**config.mk**
```make
export PLATFORM = sky130hd
export DESIGN_NAME = tpm2_packet_framer
export DESIGN_NICKNAME = d
export VERILOG_FILES = /design/src/hdl/tpf_pkg.sv /design/src/hdl/tpf_front.sv /design/src/hdl/tpf_queue.sv /design/src/hdl/tpf_back.sv /design/src/hdl/tpm2_packet_framer.sv
export SDC_FILE = /design/constraint.sdc
export NUM_CORES = 1
export LEC_CHECK = 0
export BUFFER_PORTS_ARGS = -buffer_cell sky130_fd_sc_hd__buf_2
export CELL_PAD_IN_SITES_DETAIL_PLACEMENT = 1
export CELL_PAD_IN_SITES_GLOBAL_PLACEMENT = 2
export CORE_MARGIN = 8
export CORE_UTILIZATION = 38
export CTS_CLUSTER_SIZE = 10
export DETAILED_ROUTE_END_ITERATION = 8
export PLACE_DENSITY_LB_ADDON = 0.1
export SLEW_MARGIN = 5
export SYNTH_ARGS = -nofsm -noshare
export SYNTH_HDL_FRONTEND = slang
export SYNTH_SLANG_ARGS = --single-unit
```
**constraint.sdc**
```tcl
create_clock -name i_clk -period 8.4 [get_ports i_clk]
set_input_delay 0.42 -clock i_clk [delete_from_list [all_inputs] [get_ports i_clk]]
set_output_delay 0.42 -clock i_clk [all_outputs]
set_load 0.01 [all_outputs]
```
**src/hdl/tpf_pkg.sv**
```systemverilog
// shared types, constants and register codes of the tpm2 packet framer
`default_nettype none

package tpf_pkg;

    // packet framing bytes
    localparam logic [7:0] HDR_START = 8'h9C;
    localparam logic [7:0] HDR_TYPE  = 8'hDA;
    localparam logic [7:0] END_BYTE  = 8'h36;

    // register reset values
    localparam logic [15:0] MAX_PACKET_RST    = 16'd170;
    localparam logic [15:0] FRAME_BYTES_RST   = 16'd3;
    localparam logic [7:0]  TOTAL_PACKETS_RST = 8'd1;

    // register indexes on the configuration port
    localparam logic [1:0] REG_MAX_PACKET    = 2'd0;
    localparam logic [1:0] REG_FRAME_BYTES   = 2'd1;
    localparam logic [1:0] REG_TOTAL_PACKETS = 2'd2;

    // default depth of the command queue between front and back
    localparam int QUEUE_DEPTH_DEF = 2;

    // configuration seen by the front end
    typedef struct packed {
        logic [15:0] max_packet;
        logic [15:0] frame_bytes;
    } t_cfg;

    // one classified input beat, as queued for the back end
    typedef struct packed {
        logic [7:0]  data;
        logic        hdr_flag;
        logic        end_flag;
        logic [15:0] len;
        logic [7:0]  num;
    } t_cmd;

    // byte position within the results of one command
    typedef enum logic [2:0] {
        PH_START,
        PH_TYPE,
        PH_LEN_HI,
        PH_LEN_LO,
        PH_NUM,
        PH_TOTAL,
        PH_DATA,
        PH_END
    } t_phase;

endpackage

`default_nettype wire

```
**src/hdl/tpf_front.sv**
```systemverilog
// front end: keeps frame and packet counters and classifies each input beat
`default_nettype none

module tpf_front (
    input  wire logic          i_clk,
    input  wire logic          i_rst_n,
    input  wire tpf_pkg::t_cfg i_cfg,
    input  wire logic          i_accept,
    input  wire logic [7:0]    i_data_byte,
    output tpf_pkg::t_cmd      o_cmd
);
    import tpf_pkg::*;

    logic [15:0] r_frame_position, n_frame_position;
    logic [15:0] r_packet_offset,  n_packet_offset;
    logic [15:0] r_packet_length,  n_packet_length;
    logic [7:0]  r_packet_number,  n_packet_number;

    logic [15:0] mp, fb, pos0, off0, rem, len1, off1, pos1;
    logic [7:0]  num0, num1;
    logic        wrap, hdr, frame_end, end_flag;

    // classification of the beat on offer
    always_comb begin
        mp        = (i_cfg.max_packet == 16'd0) ? 16'd1 : i_cfg.max_packet;
        fb        = (i_cfg.frame_bytes == 16'd0) ? 16'd1 : i_cfg.frame_bytes;
        wrap      = (r_frame_position >= fb);
        pos0      = wrap ? 16'd0 : r_frame_position;
        off0      = wrap ? 16'd0 : r_packet_offset;
        num0      = wrap ? 8'd1 : r_packet_number;
        hdr       = (off0 == 16'd0) || (off0 >= r_packet_length);
        rem       = fb - pos0;
        len1      = hdr ? ((rem < mp) ? rem : mp) : r_packet_length;
        num1      = hdr ? num0 + 8'd1 : num0;
        off1      = (hdr ? 16'd0 : off0) + 16'd1;
        pos1      = pos0 + 16'd1;
        frame_end = (pos1 >= fb) || (pos1 == 16'd0);
        end_flag  = (off1 >= len1) || frame_end;

        n_packet_length  = len1;
        n_packet_offset  = end_flag ? 16'd0 : off1;
        n_frame_position = frame_end ? 16'd0 : pos1;
        n_packet_number  = frame_end ? 8'd1 : num1;

        o_cmd.data     = i_data_byte;
        o_cmd.hdr_flag = hdr;
        o_cmd.end_flag = end_flag;
        o_cmd.len      = len1;
        o_cmd.num      = num0;
    end

    // counters advance on each accepted beat
    always_ff @(posedge i_clk) begin
        if (!i_rst_n) begin
            r_frame_position <= 16'd0;
            r_packet_offset  <= 16'd0;
            r_packet_length  <= 16'd0;
            r_packet_number  <= 8'd1;
        end else if (i_accept) begin
            r_frame_position <= n_frame_position;
            r_packet_offset  <= n_packet_offset;
            r_packet_length  <= n_packet_length;
            r_packet_number  <= n_packet_number;
        end
    end

endmodule

`default_nettype wire

```
**src/hdl/tpf_queue.sv**
```systemverilog
// short register queue between front and back end
`default_nettype none

module tpf_queue #(
    parameter int WIDTH = 8,
    parameter int DEPTH = 2
) (
    input  wire logic             i_clk,
    input  wire logic             i_rst_n,
    input  wire logic             i_push,
    input  wire logic [WIDTH-1:0] i_wdata,
    input  wire logic             i_pop,
    output logic                  o_full,
    output logic                  o_empty,
    output logic [WIDTH-1:0]      o_rdata
);
    localparam int IW = (DEPTH > 1) ? $clog2(DEPTH) : 1;
    localparam int CW = $clog2(DEPTH + 1);
    localparam logic [IW-1:0] LAST_IDX = IW'(DEPTH - 1);
    localparam logic [CW-1:0] FULL_CNT = CW'(DEPTH);

    logic [WIDTH-1:0] r_mem [DEPTH];
    logic [IW-1:0]    r_wr_ptr, r_rd_ptr;
    logic [CW-1:0]    r_count;

    assign o_full  = (r_count == FULL_CNT);
    assign o_empty = (r_count == '0);
    assign o_rdata = r_mem[r_rd_ptr];

    // entry storage
    always_ff @(posedge i_clk) begin
        if (i_push) begin
            r_mem[r_wr_ptr] <= i_wdata;
        end
    end

    // pointers and fill count
    always_ff @(posedge i_clk) begin
        if (!i_rst_n) begin
            r_wr_ptr <= '0;
            r_rd_ptr <= '0;
            r_count  <= '0;
        end else begin
            if (i_push) begin
                r_wr_ptr <= (r_wr_ptr == LAST_IDX) ? '0 : r_wr_ptr + 1'b1;
            end
            if (i_pop) begin
                r_rd_ptr <= (r_rd_ptr == LAST_IDX) ? '0 : r_rd_ptr + 1'b1;
            end
            if (i_push && !i_pop) begin
                r_count <= r_count + 1'b1;
            end else if (!i_push && i_pop) begin
                r_count <= r_count - 1'b1;
            end
        end
    end

endmodule

`default_nettype wire

```
**src/hdl/tpf_back.sv**
```systemverilog
// back end: expands each queued command into header, data and end bytes
`default_nettype none

module tpf_back (
    input  wire logic          i_clk,
    input  wire logic          i_rst_n,
    input  wire tpf_pkg::t_cmd i_cmd,
    input  wire logic          i_empty,
    input  wire logic [7:0]    i_total_packets,
    output logic               o_pop,
    input  wire logic          i_out_stall,
    output logic               o_out_valid,
    output logic [7:0]         o_out_byte,
    output logic               o_packet_end,
    output logic               o_last_of_run
);
    import tpf_pkg::*;

    t_phase     r_phase, n_phase;
    logic       r_mid, n_mid;
    t_phase     cur_phase;
    logic       load, emit;
    logic [7:0] byte_val;
    logic       end_val, last_val;

    logic       r_out_valid;
    logic [7:0] r_out_byte;
    logic       r_packet_end, r_last_of_run;

    assign load      = !r_out_valid || !i_out_stall;
    assign emit      = load && !i_empty;
    assign cur_phase = r_mid ? r_phase : (i_cmd.hdr_flag ? PH_START : PH_DATA);

    // next state of the byte sequencer
    always_comb begin
        n_phase = r_phase;
        n_mid   = r_mid;
        if (emit) begin
            if (o_pop) begin
                n_mid   = 1'b0;
                n_phase = PH_START;
            end else begin
                n_mid = 1'b1;
                case (cur_phase)
                    PH_START:  n_phase = PH_TYPE;
                    PH_TYPE:   n_phase = PH_LEN_HI;
                    PH_LEN_HI: n_phase = PH_LEN_LO;
                    PH_LEN_LO: n_phase = PH_NUM;
                    PH_NUM:    n_phase = PH_TOTAL;
                    PH_TOTAL:  n_phase = PH_DATA;
                    PH_DATA:   n_phase = PH_END;
                    default:   n_phase = PH_START;
                endcase
            end
        end
    end

    // byte and flags for the current phase
    always_comb begin
        end_val  = 1'b0;
        last_val = 1'b0;
        case (cur_phase)
            PH_START:  byte_val = HDR_START;
            PH_TYPE:   byte_val = HDR_TYPE;
            PH_LEN_HI: byte_val = i_cmd.len[15:8];
            PH_LEN_LO: byte_val = i_cmd.len[7:0];
            PH_NUM:    byte_val = i_cmd.num;
            PH_TOTAL:  byte_val = i_total_packets;
            PH_DATA: begin
                byte_val = i_cmd.data;
                last_val = !i_cmd.end_flag;
            end
            PH_END: begin
                byte_val = END_BYTE;
                end_val  = 1'b1;
                last_val = 1'b1;
            end
            default:   byte_val = 8'd0;
        endcase
        o_pop = emit && last_val;
    end

    // sequencer state
    always_ff @(posedge i_clk) begin
        if (!i_rst_n) begin
            r_phase <= PH_START;
            r_mid   <= 1'b0;
        end else begin
            r_phase <= n_phase;
            r_mid   <= n_mid;
        end
    end

    // output register
    always_ff @(posedge i_clk) begin
        if (!i_rst_n) begin
            r_out_valid <= 1'b0;
        end else if (load) begin
            r_out_valid <= !i_empty;
        end
    end

    always_ff @(posedge i_clk) begin
        if (emit) begin
            r_out_byte    <= byte_val;
            r_packet_end  <= end_val;
            r_last_of_run <= last_val;
        end
    end

    assign o_out_valid   = r_out_valid;
    assign o_out_byte    = r_out_byte;
    assign o_packet_end  = r_packet_end;
    assign o_last_of_run = r_last_of_run;

endmodule

`default_nettype wire

```
**src/hdl/tpm2_packet_framer.sv**
```systemverilog
// top level of the tpm2 packet framer: register port, front, queue and back
//
// channel   direction  handshake                     payload
// input     in         i_in_valid / o_in_stall       i_data_byte
// output    out        o_out_valid / i_out_stall     o_out_byte, o_packet_end, o_last_of_run
// config    in         psel, penable, pwrite, pready paddr, pwdata, prdata
//
// an input beat yields one to eight output beats, sent one at a time by the back end sequencer
// a beat inside a packet yields one output beat, a packet's first beat seven and its last one more
// the front end accepts a beat whenever the command queue has room, one per cycle
// synchronous reset clears counters, queue, sequencer and output valid; registers to defaults
// a stalled output holds its beat; the queue fills and then stalls the input side
`default_nettype none

module tpm2_packet_framer #(
    parameter int QUEUE_DEPTH = tpf_pkg::QUEUE_DEPTH_DEF
) (
    input  wire logic        i_clk,
    input  wire logic        i_rst_n,
    input  wire logic        psel,
    input  wire logic        penable,
    input  wire logic        pwrite,
    input  wire logic [3:0]  paddr,
    input  wire logic [31:0] pwdata,
    output logic [31:0]      prdata,
    output logic             pready,
    input  wire logic        i_in_valid,
    output logic             o_in_stall,
    input  wire logic [7:0]  i_data_byte,
    output logic             o_out_valid,
    input  wire logic        i_out_stall,
    output logic [7:0]       o_out_byte,
    output logic             o_packet_end,
    output logic             o_last_of_run
);
    import tpf_pkg::*;

    localparam int CMD_W = $bits(t_cmd);

    logic [15:0] r_max_packet;
    logic [15:0] r_frame_bytes;
    logic [7:0]  r_total_packets;
    logic [1:0]  reg_idx;
    logic        wr_en;

    t_cfg       cfg;
    t_cmd       cmd_in, cmd_out;
    logic       accept, q_full, q_empty, q_pop;
    logic [CMD_W-1:0] q_rdata;

    assign pready  = 1'b1;
    assign reg_idx = paddr[3:2];
    assign wr_en   = psel && penable && pwrite && pready;

    // configuration registers
    always_ff @(posedge i_clk) begin
        if (!i_rst_n) begin
            r_max_packet    <= MAX_PACKET_RST;
            r_frame_bytes   <= FRAME_BYTES_RST;
            r_total_packets <= TOTAL_PACKETS_RST;
        end else if (wr_en) begin
            case (reg_idx)
                REG_MAX_PACKET:    r_max_packet    <= pwdata[15:0];
                REG_FRAME_BYTES:   r_frame_bytes   <= pwdata[15:0];
                REG_TOTAL_PACKETS: r_total_packets <= pwdata[7:0];
                default:           ;
            endcase
        end
    end

    // register read back
    always_comb begin
        case (reg_idx)
            REG_MAX_PACKET:    prdata = {16'd0, r_max_packet};
            REG_FRAME_BYTES:   prdata = {16'd0, r_frame_bytes};
            REG_TOTAL_PACKETS: prdata = {24'd0, r_total_packets};
            default:           prdata = 32'd0;
        endcase
    end

    assign cfg.max_packet  = r_max_packet;
    assign cfg.frame_bytes = r_frame_bytes;

    // input handshake
    assign o_in_stall = q_full;
    assign accept     = i_in_valid && !q_full;

    tpf_front u_front (
        .i_clk       (i_clk),
        .i_rst_n     (i_rst_n),
        .i_cfg       (cfg),
        .i_accept    (accept),
        .i_data_byte (i_data_byte),
        .o_cmd       (cmd_in)
    );

    tpf_queue #(
        .WIDTH (CMD_W),
        .DEPTH (QUEUE_DEPTH)
    ) u_queue (
        .i_clk   (i_clk),
        .i_rst_n (i_rst_n),
        .i_push  (accept),
        .i_wdata (cmd_in),
        .i_pop   (q_pop),
        .o_full  (q_full),
        .o_empty (q_empty),
        .o_rdata (q_rdata)
    );

    assign cmd_out = t_cmd'(q_rdata);

    tpf_back u_back (
        .i_clk           (i_clk),
        .i_rst_n         (i_rst_n),
        .i_cmd           (cmd_out),
        .i_empty         (q_empty),
        .i_total_packets (r_total_packets),
        .o_pop           (q_pop),
        .i_out_stall     (i_out_stall),
        .o_out_valid     (o_out_valid),
        .o_out_byte      (o_out_byte),
        .o_packet_end    (o_packet_end),
        .o_last_of_run   (o_last_of_run)
    );

endmodule

`default_nettype wire

```
==> flow_summary.json <==
{
  "yosysSeqAreaShare_pct": 37.9,
  "clock_path_buffers": 2,
  "cts_hold_buffers": 0,
  "vias": 9600,
  "path_clk_slew_ps": 70,
  "critPathKind": "reg -> reg",
  "gr-total-overflow": 0,
  "cp_max_fo": 15,
  "grt_usage_pct": 20.0,
  "hold_ws_ps": 151,
  "ys_types": 77,
  "drive_above_1_share_pct": 11.0,
  "grt_max_degree": 67,
  "synth_top_area_cell": "edfxtp_1",
  "ys_ff_latch": 184,
  "drv_cap": 0,
  "core_area_sq_mm": 0.0306,
  "syn_inst": 1325,
  "power.leakage_nw": 5.18,
  "synth.area.top_cells": "edfxtp_1, dfxtp_1, ha_1",
  "slew_violations": 0,
  "holdCritPathClass": "in -> reg",
  "hold_viol_final": 0,
  "finClkSkew_ps": 12.7,
  "setup_viol": 0,
  "cp_slowest_cell": "nor4_1",
  "p_clk_share_pct": 27.6,
  "utilization_pct": 42.4,
  "required_ps": 8510,
  "fillers": 3575,
  "cts_resized": 0,
  "yosysWarningCount": 0,
  "grt_busiest_layer": "met2",
  "finalSetupTns_ps": 0,
  "post-cts-setup-buffers": 0,
  "swShare_pct": 37.0,
  "diodes": 0,
  "grt_pass1_vias": 9869,
  "io_buffer_count": 60,
  "slew_headroom_pct": 26.8,
  "rsz0062_at_grt": "no",
  "fp-row-count": 64,
  "cp-start-kind": "register",
  "power_frac_seq_pct": 38.6,
  "area_growth_pct": 10.2,
  "synth_edf_count": 78,
  "ios": 96,
  "crit_path_frequent_cell": "ha_1",
  "status": "complete, no violations",
  "cp-end-kind": "register",
  "vias_per_cell": 5.47,
  "post-route-period-util_pct": 91.4,
  "tritoncts": "yes",
  "drtPass1Iterations": 5,
  "die_w_microns": 192,
  "drtIter0Drc": 384,
  "synth_top_flop_cell": "dfxtp_1",
  "hpwl_microns": 27900,
  "cts_sinks": 184,
  "die-area_sq_mm": 0.0369,
  "start_util_pct": 38.5,
  "synth_area_sq_mm": 0.0118,
  "p_sw_mw": 1.11,
  "arrival_ps": 7780,
  "power.density_mw_per_mm2": 232,
  "clockRootBuffer": "clkbuf_16",
  "gp_congestion": 0.820,
  "wl_per_cell_microns": 20.7,
  "use_met3_pct": 2.83,
  "wirelength_microns": 36300,
  "intPower_mw": 1.89,
  "ant_nets": 0,
  "grt_pass1_wl_microns": 57100,
  "met1_usage_pct": 27.9,
  "cts_buffers": 17,
  "yosysTopAreaCellShare_pct": 19.9,
  "use_met2_pct": 31.6,
  "synthArstFlopShare_pct": 0,
  "period_needed_ps": 7680,
  "finalPower_mw": 3.00,
  "synth.avg_cell_area_sq_um": 8.88,
  "num-nets-final": 1501,
  "fp.dieH_microns": 192,
  "tightestPinTransition_ps": 1100,
  "slowest_delay_ps": 410,
  "combPwrFrac_pct": 33.8,
  "h-tree-depth": 4,
  "fmax_ghz": 0.130,
  "antenna_found_initial": 0,
  "vdd_drop_max_v": 0.000152,
  "drcViolationCount": 0,
  "insertion_delay_ps": 450
}
## sequential cells by signal, summed over array words and instances (netlist names), 2 cells and up, named ones only
signal,flops
u_front.r_frame_position,16
u_back.o_out_byte,8
u_front.r_packet_length,16
u_queue.r_count,2
r_max_packet,16
u_front.r_packet_number,8
r_frame_bytes,16
u_front.r_packet_offset,16
u_back.r_phase,3
r_total_packets,8
u_queue.r_mem,68
## power groups by stage
stage	clock, mW	sequential, mW	combinational [mW]
after floorplan	0	1.17	0.662
after global placement	0	1.17	0.997
after detailed placement	0	1.18	1.01
after CTS	0.850	1.16	1.02
after global routing	0.881	1.18	1.12
final	0.830	1.16	1.01
## per-layer routing
metal,wire length [microns],share of wire [%]
met5,0,0
met1,18200,50
met4,675,1.9
met3,1190,3.3
met2,16300,45
## critical path, delay by kind of cell, from the launching register on
kind	cells	cell delay [ps]
AOI/OAI and AO/OA	13	2730
xor gates and xnor gates	1	410
adders and majority gates	4	1170
buffers and inverters	2	420
DFF	1	390
muxes	1	350
and+or+nand+nor	11	1820
## path summary, 6_finish.rpt
| kind | from | endpoint | slack [ps] | depth (start not counted) |
|---|---|---|---|---|
| min | i_data_byte[5] | u_queue.r_mem[1][31]$_DFFE_PP_ | 150 | 1 |
| max | r_frame_bytes[8]$_SDFFE_PN0P_ | u_queue.r_mem[1][24]$_DFFE_PP_ | 720 | 32 |
| min reg2reg | u_front.r_packet_number[7]$_SDFFE_PN0P_ | u_front.r_packet_number[7]$_SDFFE_PN0P_ | 460 | 1 |
| max reg2reg | r_frame_bytes[8]$_SDFFE_PN0P_ | u_queue.r_mem[1][24]$_DFFE_PP_ | 720 | 32 |
## synth_stat cells (all sizes together), types with 3 or more instances
cell type / instances
edfxtp: 78
a221oi: 4
and2: 30
a21oi: 49
nand2: 167
nor4: 17
o21ai: 76
o22ai: 4
a211o: 3
a22o: 18
a211oi: 13
nand2b: 10
nor3: 19
a41oi: 3
xor2: 14
a41o: 3
nor2b: 18
a21o: 30
dfxtp: 106
a2111oi: 3
or4: 3
clkbuf: 62
inv: 73
a22oi: 4
buf: 40
nor3b: 3
ha: 104
nand4: 18
a21boi: 39
nand3: 44
mux2: 12
o21a: 8
nand3b: 3
a32oi: 4
o211ai: 10
nor2: 95
and3: 7
xnor2: 33
or3: 6
a32o: 4
mux4: 3
mux2i: 37
a31oi: 17
## final cells by class
| type | count | area [sq um] | area share (%) |
|---|---|---|---|
| clock buffer | 21 | 493 | 3.80 |
| sequential | 184 | 4460 | 34.4 |
| tap | 396 | 495 | 3.82 |
| multi-input combinational | 980 | 6630 | 51.1 |
| timing repair buffer | 88 | 510 | 3.94 |
| clock inverter | 11 | 103 | 0.791 |
| inverter | 74 | 278 | 2.14 |
## cells by family after synthesis
group           share of synthesized area, %
simple gates                            17.8
compound gates                          17.9
flops                                   37.9
buf+inv                                 6.48
fa+ha+maj                               11.2
mux                                     4.87
xor+xnor                                3.69
other cells                           0.0638
## cells in the final DEF, fill, tap and decap left out, types with 5 or more instances in the layout
master and count:
a21boi_0 35, and3_1 7, nor3_1 18, and2_1 29
o21ai_1 5, nand2b_1 10, a211oi_1 12, mux2i_1 36
inv_1 72, edfxtp_1 78, clkbuf_16 19, a21o_1 30
mux2_2 12, o21a_1 8, o211ai_1 10, dfxtp_1 106
xnor2_1 33, xor2_1 14, conb_1 17, a22o_1 18
nand2_1 167, nor2_1 93, a21oi_1 48, ha_1 104
nor2b_1 18, nand4_1 18, nand3_1 43, nor4_1 16
a31oi_1 17, buf_2 60, o21ai_0 71, buf_4 28
or3_1 6
## metrics by stage
stage / cells / instance area (sq um) / worst slack (ps)
finish: 1754 / 13000 / 722
global route: 1754 / 13000 / 1.23
CTS: 1754 / 13000 / 535
detailed placement: 1722 / 12400 / 572
global placement: 1722 / 12400 / 649
floorplan: 1340 / 11800 / 1280
Power figures use the tool's default switching activity.
